**config.mk**
```make
export PLATFORM = sky130hd
export DESIGN_NAME = drum_step_sequencer_top
export DESIGN_NICKNAME = d
export VERILOG_FILES = /design/src/rtl/core/dss_pkg.sv /design/src/rtl/core/drum_step_sequencer_top.sv
export SDC_FILE = /design/constraint.sdc
export NUM_CORES = 1
export LEC_CHECK = 0
export BUFFER_PORTS_ARGS = -buffer_cell sky130_fd_sc_hd__buf_4
export CORE_MARGIN = 2
export CORE_UTILIZATION = 30
export CTS_CLUSTER_SIZE = 25
export DETAILED_ROUTE_END_ITERATION = 8
export GPL_ROUTABILITY_DRIVEN = 0
export MAX_ROUTING_LAYER = met4
export PLACE_DENSITY = 0.5
export SETUP_SLACK_MARGIN = 0.3
export SYNTH_ARGS = -nofsm -noshare
export SYNTH_HDL_FRONTEND = slang
export SYNTH_SLANG_ARGS = --single-unit
```
**constraint.sdc**
```tcl
create_clock -name aclk -period 4.2 [get_ports aclk]
set_input_delay 0.21 -clock aclk [delete_from_list [all_inputs] [get_ports aclk]]
set_output_delay 0.21 -clock aclk [all_outputs]
set_load 0.005 [all_outputs]
```
**src/rtl/core/dss_pkg.sv**
```systemverilog
// Shared types, widths and constants for the drum step sequencer.
`timescale 1ns / 1ps

package dss_pkg;

    localparam int TRACK_COUNT_DEF = 4;
    localparam int STEP_COUNT_DEF  = 16;

    // Fixed field widths of the streams
    localparam int OPCODE_W        = 4;
    localparam int TRK_FIELD_W     = 2;
    localparam int STP_FIELD_W     = 4;
    localparam int MASK_FIELD_W    = 4;
    localparam int PATTERN_FIELD_W = 16;
    localparam int BEAT_RATE_W     = 10;
    localparam int PERIOD_W        = 14;

    localparam int S_TDATA_W = 8;
    localparam int S_TUSER_W = OPCODE_W;
    localparam int M_TDATA_W = 40;

    // Input word layout (s_tdata)
    localparam int IN_TRK_LSB  = 0;
    localparam int IN_STP_LSB  = 2;
    localparam int IN_BUSY_BIT = 6;

    // Result word layout (m_tdata)
    localparam int OUT_HIT_VALID_BIT = 0;
    localparam int OUT_HIT_TRACK_LSB = 1;
    localparam int OUT_STEP_POS_LSB  = 3;
    localparam int OUT_PLAYING_BIT   = 7;
    localparam int OUT_CHOSEN_TRK_LSB = 8;
    localparam int OUT_CHOSEN_STP_LSB = 10;
    localparam int OUT_MASK_LSB      = 14;
    localparam int OUT_PATTERN_LSB   = 18;

    localparam int MS_PER_MINUTE   = 60000;
    localparam int PERIOD_DIVIDEND = MS_PER_MINUTE / 4;
    localparam int BEAT_RATE_RESET = 120;

    localparam logic [PERIOD_W-1:0] PERIOD_DIVIDEND_V   = PERIOD_W'(PERIOD_DIVIDEND);
    localparam logic [PERIOD_W-1:0] STEP_PERIOD_RESET_V =
        PERIOD_W'(PERIOD_DIVIDEND / BEAT_RATE_RESET);
    localparam logic [31:0]         DEFAULT_PATTERN     = 32'h0000_8888;

    typedef enum logic [OPCODE_W-1:0] {
        OP_TICK         = 4'd0,
        OP_PLAY         = 4'd1,
        OP_STOP         = 4'd2,
        OP_TOGGLE_PLAY  = 4'd3,
        OP_NEXT_TRACK   = 4'd4,
        OP_PREV_TRACK   = 4'd5,
        OP_NEXT_STEP    = 4'd6,
        OP_PREV_STEP    = 4'd7,
        OP_TOGGLE_STEP  = 4'd8,
        OP_TOGGLE_SEL   = 4'd9,
        OP_ADD_TRACK    = 4'd10,
        OP_DEL_TRACK    = 4'd11
    } opcode_t;

endpackage

```
**src/rtl/core/drum_step_sequencer_top.sv**
```systemverilog
// Drum step sequencer: track patterns, transport and tempo divider.
`timescale 1ns / 1ps
//
// Event-driven 16-step drum sequencer with up to TRACK_COUNT tracks.
// Input stream (s_*): one word per event; s_tuser carries the opcode (1 ms
// tick or an edit/transport command), s_tdata the command operands and the
// player busy flag. Every accepted word yields exactly one result word on
// m_* with the hit flag, play position, selection, track mask and the
// pattern of the selected track.
// Flow: an accepted event passes ST_EXEC and then ST_DONE, which loads the
// result into the output register once it is free; an event that walks the
// tracks (step boundary, track select, add, delete) passes ST_SCAN between
// them, visiting one track per cycle through the single pattern read port.
// s_tready is low from accept until the result is loaded into the output
// register, so a new event is taken only after the last result is loaded.
// A write on cfg_wr_en while idle sets the tempo; the step period is then
// computed by a restoring divider, one quotient bit per cycle, during
// which s_tready is low.
// Reset: stopped, position 0, track 0 used with pattern 0x8888, tempo 120.
// A stalled receiver holds the result word in the output register; the
// next event may be accepted meanwhile but its result waits for the slot.

module drum_step_sequencer_top #(
    parameter int TRACK_COUNT = dss_pkg::TRACK_COUNT_DEF,
    parameter int STEP_COUNT  = dss_pkg::STEP_COUNT_DEF
) (
    input  logic                             aclk,
    input  logic                             aresetn,
    input  logic                             s_tvalid,
    output logic                             s_tready,
    // [1:0] target_track, [5:2] target_step, [6] player_busy, [7] zero
    input  logic [dss_pkg::S_TDATA_W-1:0]    s_tdata,
    // [3:0] opcode
    input  logic [dss_pkg::S_TUSER_W-1:0]    s_tuser,
    output logic                             m_tvalid,
    input  logic                             m_tready,
    // [0] hit_valid, [2:1] hit_track, [6:3] step_position, [7] is_playing,
    // [9:8] chosen_track, [13:10] chosen_step, [17:14] track_mask,
    // [33:18] chosen_pattern, [39:34] zero
    output logic [dss_pkg::M_TDATA_W-1:0]    m_tdata,
    input  logic                             cfg_wr_en,
    input  logic [dss_pkg::BEAT_RATE_W-1:0]  cfg_wr_data
);
    import dss_pkg::*;

    localparam int TRK_W     = $clog2(TRACK_COUNT);
    localparam int STP_W     = $clog2(STEP_COUNT);
    localparam int DIV_CNT_W = $clog2(PERIOD_W);

    localparam logic [TRK_W-1:0]     TRK_LAST = TRK_W'(TRACK_COUNT - 1);
    localparam logic [STP_W-1:0]     STP_LAST = STP_W'(STEP_COUNT - 1);
    localparam logic [DIV_CNT_W-1:0] DIV_LAST = DIV_CNT_W'(PERIOD_W - 1);
    localparam logic [STEP_COUNT-1:0] PATTERN_RESET = DEFAULT_PATTERN[STEP_COUNT-1:0];

    typedef enum logic [2:0] {
        ST_IDLE,
        ST_EXEC,
        ST_SCAN,
        ST_DIV,
        ST_DONE
    } state_t;

    typedef enum logic [1:0] {
        SCAN_HIT,
        SCAN_FREE,
        SCAN_UP,
        SCAN_DOWN
    } scan_t;

    state_t                 state_reg, state_next;
    scan_t                  scan_reg, scan_next;
    opcode_t                op_reg, op_next;
    logic [TRK_FIELD_W-1:0] tgt_trk_reg, tgt_trk_next;
    logic [STP_FIELD_W-1:0] tgt_stp_reg, tgt_stp_next;
    logic                   busy_reg, busy_next;

    logic                   run_reg, run_next;
    logic [STP_W-1:0]       pos_reg, pos_next;
    logic [PERIOD_W-1:0]    tick_reg, tick_next;
    logic [PERIOD_W-1:0]    period_reg, period_next;
    logic [TRACK_COUNT-1:0] used_reg, used_next;
    logic [STEP_COUNT-1:0]  pattern_reg [TRACK_COUNT];
    logic [TRK_W-1:0]       sel_reg, sel_next;
    logic [STP_W-1:0]       edit_reg, edit_next;
    logic [TRK_W-1:0]       cur_reg, cur_next;
    logic                   hit_reg, hit_next;
    logic [TRK_W-1:0]       hit_trk_reg, hit_trk_next;

    logic [BEAT_RATE_W-1:0] bpm_reg, bpm_next;
    logic [PERIOD_W-1:0]    quo_reg, quo_next;
    logic [BEAT_RATE_W-1:0] rem_reg, rem_next;
    logic [DIV_CNT_W-1:0]   div_cnt_reg, div_cnt_next;

    logic                   m_tvalid_reg, m_tvalid_next;
    logic [M_TDATA_W-1:0]   m_tdata_reg, m_tdata_next;

    // Single pattern write and read port
    logic                   pat_wr_en;
    logic [TRK_W-1:0]       pat_wr_idx;
    logic [STEP_COUNT-1:0]  pat_wr_data;
    logic [TRK_W-1:0]       rd_idx;
    logic [STEP_COUNT-1:0]  rd_pat;

    function automatic logic [TRK_W-1:0] trk_inc(input logic [TRK_W-1:0] x);
        return (x == TRK_LAST) ? '0 : x + TRK_W'(1);
    endfunction

    function automatic logic [TRK_W-1:0] trk_dec(input logic [TRK_W-1:0] x);
        return (x == '0) ? TRK_LAST : x - TRK_W'(1);
    endfunction

    function automatic logic [STP_W-1:0] stp_inc(input logic [STP_W-1:0] x);
        return (x == STP_LAST) ? '0 : x + STP_W'(1);
    endfunction

    function automatic logic [STP_W-1:0] stp_dec(input logic [STP_W-1:0] x);
        return (x == '0) ? STP_LAST : x - STP_W'(1);
    endfunction

    assign rd_pat   = pattern_reg[rd_idx];
    assign s_tready = (state_reg == ST_IDLE) && !cfg_wr_en;
    assign m_tvalid = m_tvalid_reg;
    assign m_tdata  = m_tdata_reg;

    always_comb begin
        logic [31:0]            tt_wide;
        logic [31:0]            ts_wide;
        logic [TRK_W-1:0]       flip_trk;
        logic [STP_W-1:0]       flip_stp;
        logic                   flip_ok;
        logic [PERIOD_W-1:0]    tick_inc;
        logic [TRK_W-1:0]       cand;
        logic [BEAT_RATE_W:0]   rem_sh;
        logic                   q_bit;
        logic [31:0]            pos_w, hit_trk_w, sel_w, edit_w, used_w, pat_w;

        state_next    = state_reg;
        scan_next     = scan_reg;
        op_next       = op_reg;
        tgt_trk_next  = tgt_trk_reg;
        tgt_stp_next  = tgt_stp_reg;
        busy_next     = busy_reg;
        run_next      = run_reg;
        pos_next      = pos_reg;
        tick_next     = tick_reg;
        period_next   = period_reg;
        used_next     = used_reg;
        sel_next      = sel_reg;
        edit_next     = edit_reg;
        cur_next      = cur_reg;
        hit_next      = hit_reg;
        hit_trk_next  = hit_trk_reg;
        bpm_next      = bpm_reg;
        quo_next      = quo_reg;
        rem_next      = rem_reg;
        div_cnt_next  = div_cnt_reg;
        m_tvalid_next = m_tvalid_reg && !m_tready;
        m_tdata_next  = m_tdata_reg;
        pat_wr_en     = 1'b0;
        pat_wr_idx    = sel_reg;
        pat_wr_data   = '0;
        rd_idx        = sel_reg;

        // Toggle-step operands, widened for the range check
        tt_wide  = 32'(tgt_trk_reg);
        ts_wide  = 32'(tgt_stp_reg);
        if (op_reg == OP_TOGGLE_STEP) begin
            flip_trk = tt_wide[TRK_W-1:0];
            flip_stp = ts_wide[STP_W-1:0];
            flip_ok  = (tt_wide < 32'(TRACK_COUNT)) && (ts_wide < 32'(STEP_COUNT));
        end else begin
            flip_trk = sel_reg;
            flip_stp = edit_reg;
            flip_ok  = 1'b1;
        end

        tick_inc = tick_reg + PERIOD_W'(1);
        cand     = (scan_reg == SCAN_DOWN) ? trk_dec(cur_reg) : trk_inc(cur_reg);

        // One restoring-division step: shift in the next dividend bit
        rem_sh = {rem_reg, quo_reg[PERIOD_W-1]};
        q_bit  = (rem_sh >= {1'b0, bpm_reg});

        pos_w     = 32'(pos_reg);
        hit_trk_w = 32'(hit_trk_reg);
        sel_w     = 32'(sel_reg);
        edit_w    = 32'(edit_reg);
        used_w    = 32'(used_reg);
        pat_w     = 32'(rd_pat);

        unique case (state_reg)
            ST_IDLE: begin
                if (cfg_wr_en) begin
                    bpm_next     = (cfg_wr_data == '0) ? BEAT_RATE_W'(1) : cfg_wr_data;
                    quo_next     = PERIOD_DIVIDEND_V;
                    rem_next     = '0;
                    div_cnt_next = '0;
                    state_next   = ST_DIV;
                end else if (s_tvalid) begin
                    op_next      = opcode_t'(s_tuser[OPCODE_W-1:0]);
                    tgt_trk_next = s_tdata[IN_TRK_LSB +: TRK_FIELD_W];
                    tgt_stp_next = s_tdata[IN_STP_LSB +: STP_FIELD_W];
                    busy_next    = s_tdata[IN_BUSY_BIT];
                    hit_next     = 1'b0;
                    hit_trk_next = '0;
                    state_next   = ST_EXEC;
                end
            end

            ST_DIV: begin
                if (q_bit) begin
                    rem_next = BEAT_RATE_W'(rem_sh - {1'b0, bpm_reg});
                end else begin
                    rem_next = rem_sh[BEAT_RATE_W-1:0];
                end
                quo_next     = {quo_reg[PERIOD_W-2:0], q_bit};
                div_cnt_next = div_cnt_reg + DIV_CNT_W'(1);
                if (div_cnt_reg == DIV_LAST) begin
                    period_next = {quo_reg[PERIOD_W-2:0], q_bit};
                    state_next  = ST_IDLE;
                end
            end

            ST_EXEC: begin
                rd_idx     = flip_trk;
                state_next = ST_DONE;
                case (op_reg)
                    OP_TICK: begin
                        if (run_reg) begin
                            if (tick_inc < period_reg) begin
                                tick_next = tick_inc;
                            end else begin
                                // step boundary: walk the tracks from the first
                                tick_next  = '0;
                                cur_next   = '0;
                                scan_next  = SCAN_HIT;
                                state_next = ST_SCAN;
                            end
                        end
                    end
                    OP_PLAY: begin
                        run_next = 1'b1;
                        pos_next = '0;
                    end
                    OP_STOP: begin
                        run_next = 1'b0;
                    end
                    OP_TOGGLE_PLAY: begin
                        run_next = !run_reg;
                        if (!run_reg) begin
                            pos_next = '0;
                        end
                    end
                    OP_NEXT_TRACK: begin
                        cur_next   = sel_reg;
                        scan_next  = SCAN_UP;
                        state_next = ST_SCAN;
                    end
                    OP_PREV_TRACK: begin
                        cur_next   = sel_reg;
                        scan_next  = SCAN_DOWN;
                        state_next = ST_SCAN;
                    end
                    OP_NEXT_STEP: begin
                        edit_next = stp_inc(edit_reg);
                    end
                    OP_PREV_STEP: begin
                        edit_next = stp_dec(edit_reg);
                    end
                    OP_TOGGLE_STEP, OP_TOGGLE_SEL: begin
                        if (flip_ok && used_reg[flip_trk]) begin
                            pat_wr_en   = 1'b1;
                            pat_wr_idx  = flip_trk;
                            pat_wr_data = rd_pat ^ (STEP_COUNT'(1) << flip_stp);
                        end
                    end
                    OP_ADD_TRACK: begin
                        cur_next   = '0;
                        scan_next  = SCAN_FREE;
                        state_next = ST_SCAN;
                    end
                    OP_DEL_TRACK: begin
                        // more than one track in use
                        if ((used_reg & (used_reg - TRACK_COUNT'(1))) != '0) begin
                            used_next[sel_reg] = 1'b0;
                            pat_wr_en   = 1'b1;
                            pat_wr_idx  = sel_reg;
                            pat_wr_data = '0;
                            cur_next    = sel_reg;
                            scan_next   = SCAN_UP;
                            state_next  = ST_SCAN;
                        end
                    end
                    default: begin
                    end
                endcase
            end

            ST_SCAN: begin
                rd_idx = cur_reg;
                unique case (scan_reg)
                    SCAN_HIT: begin
                        if (used_reg[cur_reg] && rd_pat[pos_reg]) begin
                            hit_next     = !busy_reg;
                            hit_trk_next = busy_reg ? '0 : cur_reg;
                            pos_next     = stp_inc(pos_reg);
                            state_next   = ST_DONE;
                        end else if (cur_reg == TRK_LAST) begin
                            pos_next   = stp_inc(pos_reg);
                            state_next = ST_DONE;
                        end else begin
                            cur_next = trk_inc(cur_reg);
                        end
                    end
                    SCAN_FREE: begin
                        if (!used_reg[cur_reg]) begin
                            used_next[cur_reg] = 1'b1;
                            pat_wr_en   = 1'b1;
                            pat_wr_idx  = cur_reg;
                            pat_wr_data = '0;
                            sel_next    = cur_reg;
                            state_next  = ST_DONE;
                        end else if (cur_reg == TRK_LAST) begin
                            state_next = ST_DONE;
                        end else begin
                            cur_next = trk_inc(cur_reg);
                        end
                    end
                    SCAN_UP, SCAN_DOWN: begin
                        // back at the selection: keep it
                        if (cand == sel_reg) begin
                            state_next = ST_DONE;
                        end else if (used_reg[cand]) begin
                            sel_next   = cand;
                            state_next = ST_DONE;
                        end else begin
                            cur_next = cand;
                        end
                    end
                endcase
            end

            ST_DONE: begin
                rd_idx = sel_reg;
                if (!m_tvalid_reg || m_tready) begin
                    m_tvalid_next = 1'b1;
                    m_tdata_next  = {
                        6'b0,
                        pat_w[PATTERN_FIELD_W-1:0],
                        used_w[MASK_FIELD_W-1:0],
                        edit_w[STP_FIELD_W-1:0],
                        sel_w[TRK_FIELD_W-1:0],
                        run_reg,
                        pos_w[STP_FIELD_W-1:0],
                        hit_trk_w[TRK_FIELD_W-1:0],
                        hit_reg
                    };
                    state_next    = ST_IDLE;
                end
            end

            default: begin
                state_next = ST_IDLE;
            end
        endcase
    end

    always_ff @(posedge aclk) begin
        if (!aresetn) begin
            state_reg    <= ST_IDLE;
            scan_reg     <= SCAN_HIT;
            run_reg      <= 1'b0;
            pos_reg      <= '0;
            tick_reg     <= '0;
            period_reg   <= STEP_PERIOD_RESET_V;
            used_reg     <= TRACK_COUNT'(1);
            sel_reg      <= '0;
            edit_reg     <= '0;
            cur_reg      <= '0;
            hit_reg      <= 1'b0;
            hit_trk_reg  <= '0;
            div_cnt_reg  <= '0;
            m_tvalid_reg <= 1'b0;
            for (int t = 0; t < TRACK_COUNT; t++) begin
                pattern_reg[t] <= (t == 0) ? PATTERN_RESET : '0;
            end
        end else begin
            state_reg    <= state_next;
            scan_reg     <= scan_next;
            run_reg      <= run_next;
            pos_reg      <= pos_next;
            tick_reg     <= tick_next;
            period_reg   <= period_next;
            used_reg     <= used_next;
            sel_reg      <= sel_next;
            edit_reg     <= edit_next;
            cur_reg      <= cur_next;
            hit_reg      <= hit_next;
            hit_trk_reg  <= hit_trk_next;
            div_cnt_reg  <= div_cnt_next;
            m_tvalid_reg <= m_tvalid_next;
            if (pat_wr_en) begin
                pattern_reg[pat_wr_idx] <= pat_wr_data;
            end
        end
        op_reg      <= op_next;
        tgt_trk_reg <= tgt_trk_next;
        tgt_stp_reg <= tgt_stp_next;
        busy_reg    <= busy_next;
        bpm_reg     <= bpm_next;
        quo_reg     <= quo_next;
        rem_reg     <= rem_next;
        m_tdata_reg <= m_tdata_next;
    end

endmodule

```
# --- Yosys cells after proc, flatten, opt, wreduce, memory -nomap -nowiden ---
# Memory sizes are Yosys's and may differ from the RTL's.
# Index checks and enable logic that the tools add are counted.
totals:
  output_inout_bits: 42
  ram_bits: 64
  wordCells: 252
  ff_bits: 137
  n_memories: 1
  rom_bits: 0
  latch_bits: 0
  in_bits: 27
mem_list:
  columns: ["memory", "depth", "width", "rd", "rd_clocked_by_memory_dff", "write_ports", "line_no", "source"]
  rows:
  - ["pattern_reg", 4, 16, 1, 0, 4, "drum_step_sequencer_top.sv:82", "logic [STEP_COUNT-1:0] pattern_reg [TRACK_COUNT];"]
op_classes:
  shift: 1
  mux: 107
  multipliers: 0
  order_cmp: 9
  eq_ne: 52
  bitwise: 6
  n_reduce_logical: 45
  addsub: 9
  div_mod_pow: 0
op_table:
  columns: ["operator", "n"]
  rows:
  - ["$mux 16", 4]
  - ["$mux 4", 13]
  - ["$mux 2", 25]
  - ["$pmux 4 s2", 5]
  - ["$mux 3", 12]
  - ["$ne 3x3->1 const B", 10]
  - ["$eq 4x4->1 const B", 7]
  - ["$mux 14", 2]
  - ["$ne 2x2->1 const B", 14]
  - ["$pmux 14 s2", 1]
  - ["$mux 1", 21]
  - ["$mux 10", 2]
  - ["$pmux 10 s2", 1]
  - ["$pmux 2 s2", 5]
  - ["$reduce_and 5->1", 4]
  - ["$pmux 3 s3", 2]
  - ["$eq 4x3->1 const B", 4]
  - ["$reduce_or 16->1", 1]
  - ["$shl 1x4->16 const A", 1]
  - ["$xor 16x16->16", 1]
  - ["$pmux 3 s5", 1]
  - ["$add 14x1->14 const B", 1]
  - ["$lt 14x14->1", 1]
  - ["$add 4x1->4 const B", 3]
  - ["other kinds (49)", 88]

# --- Depth between registers and ports, before layout ---
# Gate-level depths: netlist of the first run.
depth:
  depth_word: 12
  ltp_mapped: 17
  ltp_nobuf: 16

# --- Worst setup path before layout of the first run ---
# No wires, ideal clock.
synth_path:
  kind: "reg2reg"
  from: "register op_reg[0]"
  to: "memory pattern_reg[2][0] in the netlist's numbering, enable pin"
  setup_slack_ns: 0.266
  path_stages_with_launch: 15
  required_time_ns: 3.828
  t_arrival_ns: 3.562
  period_less_slack_ns: 3.934
  setup_ns: 0.372
  path_buffers: 4
  cell_sequence: "edfxtp_1 buf_2 nor4b_4 mux2i_1 mux4_2 nand2_1 or2_1 mux2_2 a221oi_2 and3_1 buf_2 nand2b_1 buf_2 buf_4 nand2_1"
synth_lines:
  columns: ["item", "line_no", "source"]
  rows:
  - ["start: declaration", "drum_step_sequencer_top.sv:72", "opcode_t op_reg, op_next;"]
  - ["start signal: assignment", "drum_step_sequencer_top.sv:406", "op_reg <= op_next;"]
  - ["end: declaration", "drum_step_sequencer_top.sv:82", null]

# --- Worst setup path after layout of the first run ---
layout_path:
  from: "register op_reg[1]"
  to: "register state_reg[2]"
layout_via:
  elab_chain_len: 10
  word_cells_on_any_way: 17
  classes_between: "5 x eq/ne; 8 x mux; 3 x reduce/logical; 1 x memory"
layout_rtl:
  columns: ["item", "line_no", "source"]
  rows:
  - ["$eq 4x4->1", "drum_step_sequencer_top.sv:167", "if (op_reg == OP_TOGGLE_STEP) begin"]
  - ["$mux 2", "drum_step_sequencer_top.sv:167", null]
  - ["$pmux 2 s2", "drum_step_sequencer_top.sv:191", "unique case (state_reg)"]
  - ["$mem_v2 4x16", null, null]
  - ["named net rd_pat[6]", "drum_step_sequencer_top.sv:102", "logic [STEP_COUNT-1:0] rd_pat;"]
  - ["$bmux 1 s4", "drum_step_sequencer_top.sv:303", "if (used_reg[cur_reg] && rd_pat[pos_reg]) begin"]
  - ["$mux 1 (not written as such)", "drum_step_sequencer_top.sv:303", null]
  - ["$logic_and 1x1->1", "drum_step_sequencer_top.sv:303", null]
  - ["$mux 3", "drum_step_sequencer_top.sv:303", null]
  - ["$pmux 3 s3", "drum_step_sequencer_top.sv:301", "unique case (scan_reg)"]
  - ["$pmux 3 s5", "drum_step_sequencer_top.sv:191", null]
  - ["end signal: assignment", "drum_step_sequencer_top.sv:388", "state_reg <= state_next;"]
  - ["end: declaration", "drum_step_sequencer_top.sv:70", "state_t state_reg, state_next;"]
# The timed path passes the listed nets, and every way through them passes these cells. The select of a mux whose other input is x is not followed.
# A chain may end at the register's enable or synchronous reset.

==> out/results.ini, run 1 <==
[global_route]
grt_start_max_net_pins=45
grt_first_pass_wirelength_um=43400
antenna_found_initial=0
grt_pass1_vias=7585
overflow=0
track_usage_pct=15.5

[timing]
finalSetupTns_ns=0
fmax_mhz=272
min_period_over_period_pct=87.6
min_period_ns=3.68
skew_ns=0.0164
rsz0062_at_grt=false
slew_violations=0
hold_violations=0
max_slew_margin_pct=19.7
setup_slack_ns=0.520
tightestPinTransition_ns=1.20
finalSetupViolations=0

[clock_network]
clkSinkCount=201
cts_buffer_depth=3
clk_pin_slew_ns=0.06
clock_latency_ns=0.51
cts-root-buf=clkbuf_16
cts_tree=yes
htreeDepth=1
cts_buffers=22

[layout]
largest_register_ff_count=64
drive_above_1_share_pct=15.8
final_core_util_pct=36.3
final_common_cell=edfxtp_1
nNetsFinal=1188
n_fill_cell=3494
area_delta_synth_final_pct=19.4
layout_common_cells=143 x edfxtp_1, 110 x nor2_1, 102 x nand2_1, 102 x buf_4, 80 x a21oi_1

[routing]
detail_route.wl_per_cell_um=17.4
antenna_left=0
vias_per_cell=4.94
vias=7900
first_pass_iters=7
wirelength_um=27700
initialDrtViolationCount=513
drc=0

[run]
drv_cap=0

[synth]
ys.flop_type=edfxtp_1
async_reset_ff_share_pct=0
synth_edf_count=143
synth_area_leaders=edfxtp_1 41%, dfxtp_1 11%, nor2_1 4.0%, ha_1 3.9%, a21oi_1 3.9%
ys_seq_area_share_pct=52.0
synth_top_cell_area_share_pct=41.0
yosysUniqueCellTypes=84
yosysWarnings=0
netlist_area_mm2=0.0105
yosys.area.top_type=edfxtp_1
synth-seq-cells=201
syn_avg_cell_area_um2=10.1
synthCells=1039

[pwr]
vdd_drop_max_mv=0.317
power_leakage_nw=4.76
power_density_mw_per_mm2=527

[setup_path]
startpoint_type=flop
crit_required_ns=4.58
end_kind=flop
arrival_ns=4.06
crit_fanout=16
critical_path_class=reg -> reg

[floorplanning]
dieHeight_um=191
io_pins=69
dieArea_mm2=0.0364
die_w_um=191
initial_core_util_pct=30.4
coreArea_mm2=0.0345
rows=68

[min_path]
hold_path.class=in -> reg

[place]
pre_cts_ws_ns=0.206
dp_hpwl_um=18600
io_buffers=61

[outcome]
status=completed

## cells by family (layout without fill, tap and decap cells)
| group | count (synthesis) | in the layout | share of synthesized area, % |
|---|---|---|---|
| muxes | 35 | 35 | 3.65 |
| AOI/OAI and AO/OA | 219 | 219 | 13.9 |
| DFF | 201 | 201 | 52.0 |
| other | 1 | 7 | 0.0358 |
| xor gates and xnor gates | 39 | 39 | 3.26 |
| buffers and inverters | 129 | 227 | 5.22 |
| adders and majority gates | 35 | 35 | 4.23 |
| and+or+nand+nor | 380 | 380 | 17.7 |
## cells in the mapped netlist (5+ instances only)
cell type  number
edfxtp_1      143
nor2_1        113
nand2_1       105
a21oi_1        81
inv_1          61
dfxtp_1        58
clkbuf_1       45
ha_1           33
o21ai_0        30
nand3_1        28
mux2i_1        27
xor2_1         26
nand2b_1       24
nor3_1         20
a31oi_1        15
nor2b_1        15
a21o_1         13
xnor2_1        13
or3_1          12
a22oi_1        10
and2_1         10
buf_4          10
nor4_1          9
and3_1          8
a211oi_1        7
buf_2           7
mux2_2          6
nand3b_1        6
nor3b_1         6
o211ai_1        6
a311oi_1        5
or2_2           5
## repair_timing
item                                    in CTS  in global routing
hold buffers                                21                  0
cloned                                       0                  0
hold endpoints to repair                    21                  0
pin swaps                                    1                  3
setup buffers                                1                 10
endpoints found under the setup margin      29                 69
resized for setup                            1                  9
## worst paths after layout
path	start	endpoint	slack (ns)	cells past startpoint
max	op_reg[1]	state_reg[2]	0.52	13
min	m_tready	m_tvalid	0.03	3
max reg2reg	op_reg[1]	state_reg[2]	0.52	13
min reg2reg	period_reg[9]	period_reg[9]	0.45	2
## metrics by stage
step                      cells  area (um2)  total power, mW  hold slack [ns]
after floorplan            1044       10500             4.02            0.309
after global placement     1526       11500             4.71            0.390
after detailed placement   1526       11500             4.72            0.398
after CTS                  1587       12400             6.58           0.0209
after global routing       1597       12500             6.96           0.0657
final                      1598       12500             6.60           0.0288
## routing by layer
metal / share of wire [%] / vias to the layer above / GRT usage [%]
met5: 0 / - / -
met4: 1.5 / 0 / 2.98
met3: 4.4 / 30 / 1.95
met2: 45 / 159 / 24.0
met1: 49 / 3836 / 21.9
li1: - / 3875 / -
## cell type report
cell class / instances / area [um2] / area share (%)
Sequential cell: 201 / 5460 / 43.6
Multi-Input combinational cell: 714 / 4550 / 36.4
Timing Repair Buffer: 126 / 1040 / 8.28
Clock buffer: 28 / 614 / 4.91
Tap cell: 455 / 569 / 4.55
Inverter: 62 / 233 / 1.86
Clock inverter: 11 / 52.6 / 0.420
Antenna cell: 1 / 2.50 / 0.0200
## where the power goes
| group | switching, mW | internal, mW |
|---|---|---|
| clock network | 0.790 | 1.03 |
| registers | 0.136 | 2.43 |
| logic | 1.34 | 0.873 |
| total | 2.27 | 4.33 |
## critical path: stages, from the launching register on
cell	delay (ns)
edfxtp_1	0.43
buf_4	0.21
or4b_4	0.61
nor3_2	0.39
a211oi_4	0.09
buf_12	0.18
buf_4	0.16
a21oi_1	0.14
a22oi_1	0.15
a222oi_1	0.28
nand4b_1	0.25
and2_4	0.27
nor4b_1	0.29
o31ai_1	0.10
(Power assumes the default switching activity.)
==> run 2, diff against run 1 <==
--- a/config.mk
+++ b/config.mk
@@ -6,13 +6,12 @@
 export NUM_CORES = 1
 export LEC_CHECK = 0
 export BUFFER_PORTS_ARGS = -buffer_cell sky130_fd_sc_hd__buf_4
-export CORE_MARGIN = 2
 export CORE_UTILIZATION = 30
 export CTS_CLUSTER_SIZE = 25
 export DETAILED_ROUTE_END_ITERATION = 8
 export GPL_ROUTABILITY_DRIVEN = 0
 export MAX_ROUTING_LAYER = met4
-export PLACE_DENSITY = 0.5
+export PLACE_DENSITY = 0.49
 export SETUP_SLACK_MARGIN = 0.3
 export SYNTH_ARGS = -nofsm -noshare
 export SYNTH_HDL_FRONTEND = slang
==> out/results.ini, run 2 (synthesis gave the netlist of run 1 again) <==
[routing]
first_pass_iters=5
drc=0
vias_per_cell=4.95
vias=7876
initialDrtViolationCount=605
wirelength_um=28000
detail_route.wl_per_cell_um=17.6
antenna_left=0

[floorplanning]
dieHeight_um=189
die_w_um=189
initial_core_util_pct=30.4
rows=68
dieArea_mm2=0.0357
coreArea_mm2=0.0345
io_pins=69

[clock_network]
htreeDepth=1
cts-root-buf=clkbuf_16
clock_latency_ns=0.51
clk_pin_slew_ns=0.06
clkSinkCount=201
cts_buffers=23
cts_buffer_depth=3
cts_tree=yes

[setup_path]
end_kind=flop
crit_fanout=14
arrival_ns=3.88
cp-startpoint=op_reg[2]
startpoint_type=flop
crit_required_ns=4.41
rr_startpoint=op_reg[2]
critical_path_class=reg -> reg

[outcome]
status=completed

[min_path]
min_from=m_tready
hold_path.class=in -> reg

[place]
placement.cell_area_mm2=0.0115
dp_hpwl_um=18500
io_buffers=61

[global_route]
grt_pass1_vias=7464
overflow=0
track_usage_pct=16.2
grt_start_max_net_pins=45
grt_first_pass_wirelength_um=44100
antenna_found_initial=0

[timing]
skew_ns=0.0109
fmax_mhz=273
rsz0062_at_grt=false
finalSetupViolations=0
min_period_over_period_pct=87.4
holdWs_ns=0.0284
max_slew_margin_pct=25.9
slew_violations=0
tightestPinTransition_ns=1.11
hold_violations=0
min_period_ns=3.67
finalSetupTns_ns=0

[layout]
drive_above_1_share_pct=15.7
antenna-diode-count=0
area_delta_synth_final_pct=19.8
final_common_cell=edfxtp_1
layout_common_cells=143 x edfxtp_1, 110 x nor2_1, 103 x nand2_1
design_area_mm2=0.0126
nNetsFinal=1182
largest_register_ff_count=64

[pwr]
power_density_mw_per_mm2=545
power_leakage_nw=4.79
p_comb_share_pct=31.7
clock_power_share_pct=30.7
seqPwrFrac_pct=37.6
netSwitchingFraction_pct=33.5
power.switching_mw=2.29
vdd_drop_max_mv=0.293
p_int_mw=4.55

[run]
drv_cap=0

run 2: cell types whose count changed in the layout (fill, tap and decap cells not counted), sizes merged:
cell / delta
buf: -7
bufinv: +3
clkinv: +1
clkinvlp: -2
diode: -1
run 2: layout make-up:
class	count	area, um2
fill	3459	21900
timing repair buffer	119	975
clock inverter	13	134
clock buffer	28	656
sequential	201	5460
inverter	62	233
tap	455	569
multi-input combinational	714	4530
run 2: worst max-delay path, stage by stage (launching register included):
cell and delay, ns:
edfxtp_1 0.44, nor4b_4 0.35, buf_6 0.17, mux2i_1 0.24, mux4_2 0.52, nand2_1 0.10, or2_1 0.14, mux2_2 0.35
a221oi_2 0.28, and3_2 0.29, nand2_1 0.08, nand2_1 0.19, buf_12 0.20
run 2: metrics by stage:
stage	utilization, %	total power, mW	setup slack [ns]	std cells
final	36.4	6.84	0.531	1592
after global routing	36.4	7.20	0.303	1592
after CTS	36.4	6.88	0.373	1591
after detailed placement	33.3	4.70	0.163	1524
after global placement	33.3	4.70	0.269	1524
after floorplan	-	4.02	0.327	1044
run 2: metal layers:
layer / up-vias / global-route usage, % / share of wire, % / wire, um
met1: 3788 / 23.1 / 49 / 13800
met2: 194 / 24.3 / 44 / 12300
met3: 34 / 2.45 / 5.3 / 1490
met5: - / - / 0 / 0
li1: 3860 / - / - / -
met4: 0 / 3.63 / 1.6 / 437
run 2: final timing paths:
path / endpoint / slack [ns] / cells after the start
max reg2reg: pattern_reg[0][8] / 0.53 / 12
min: m_tvalid / 0.03 / 3
min reg2reg: period_reg[9] / 0.45 / 2
max: pattern_reg[0][8] / 0.53 / 12
run 2: power by group through the flow:
stage	clock [mW]	sequential (mW)	combinational, mW
finish	2.10	2.57	2.17
global route	2.22	2.60	2.38
CTS	2.14	2.57	2.16
detailed placement	0	2.61	2.09
global placement	0	2.61	2.09
floorplan	0	2.55	1.47
run 2: repair_timing:
action,4_1_cts,5_1_grt
buffers inserted,5,1
endpoints found under the setup margin,31,50
hold buffers,21,0
gates resized for setup,2,5
pin swaps,2,0
hold endpoints to repair,21,0
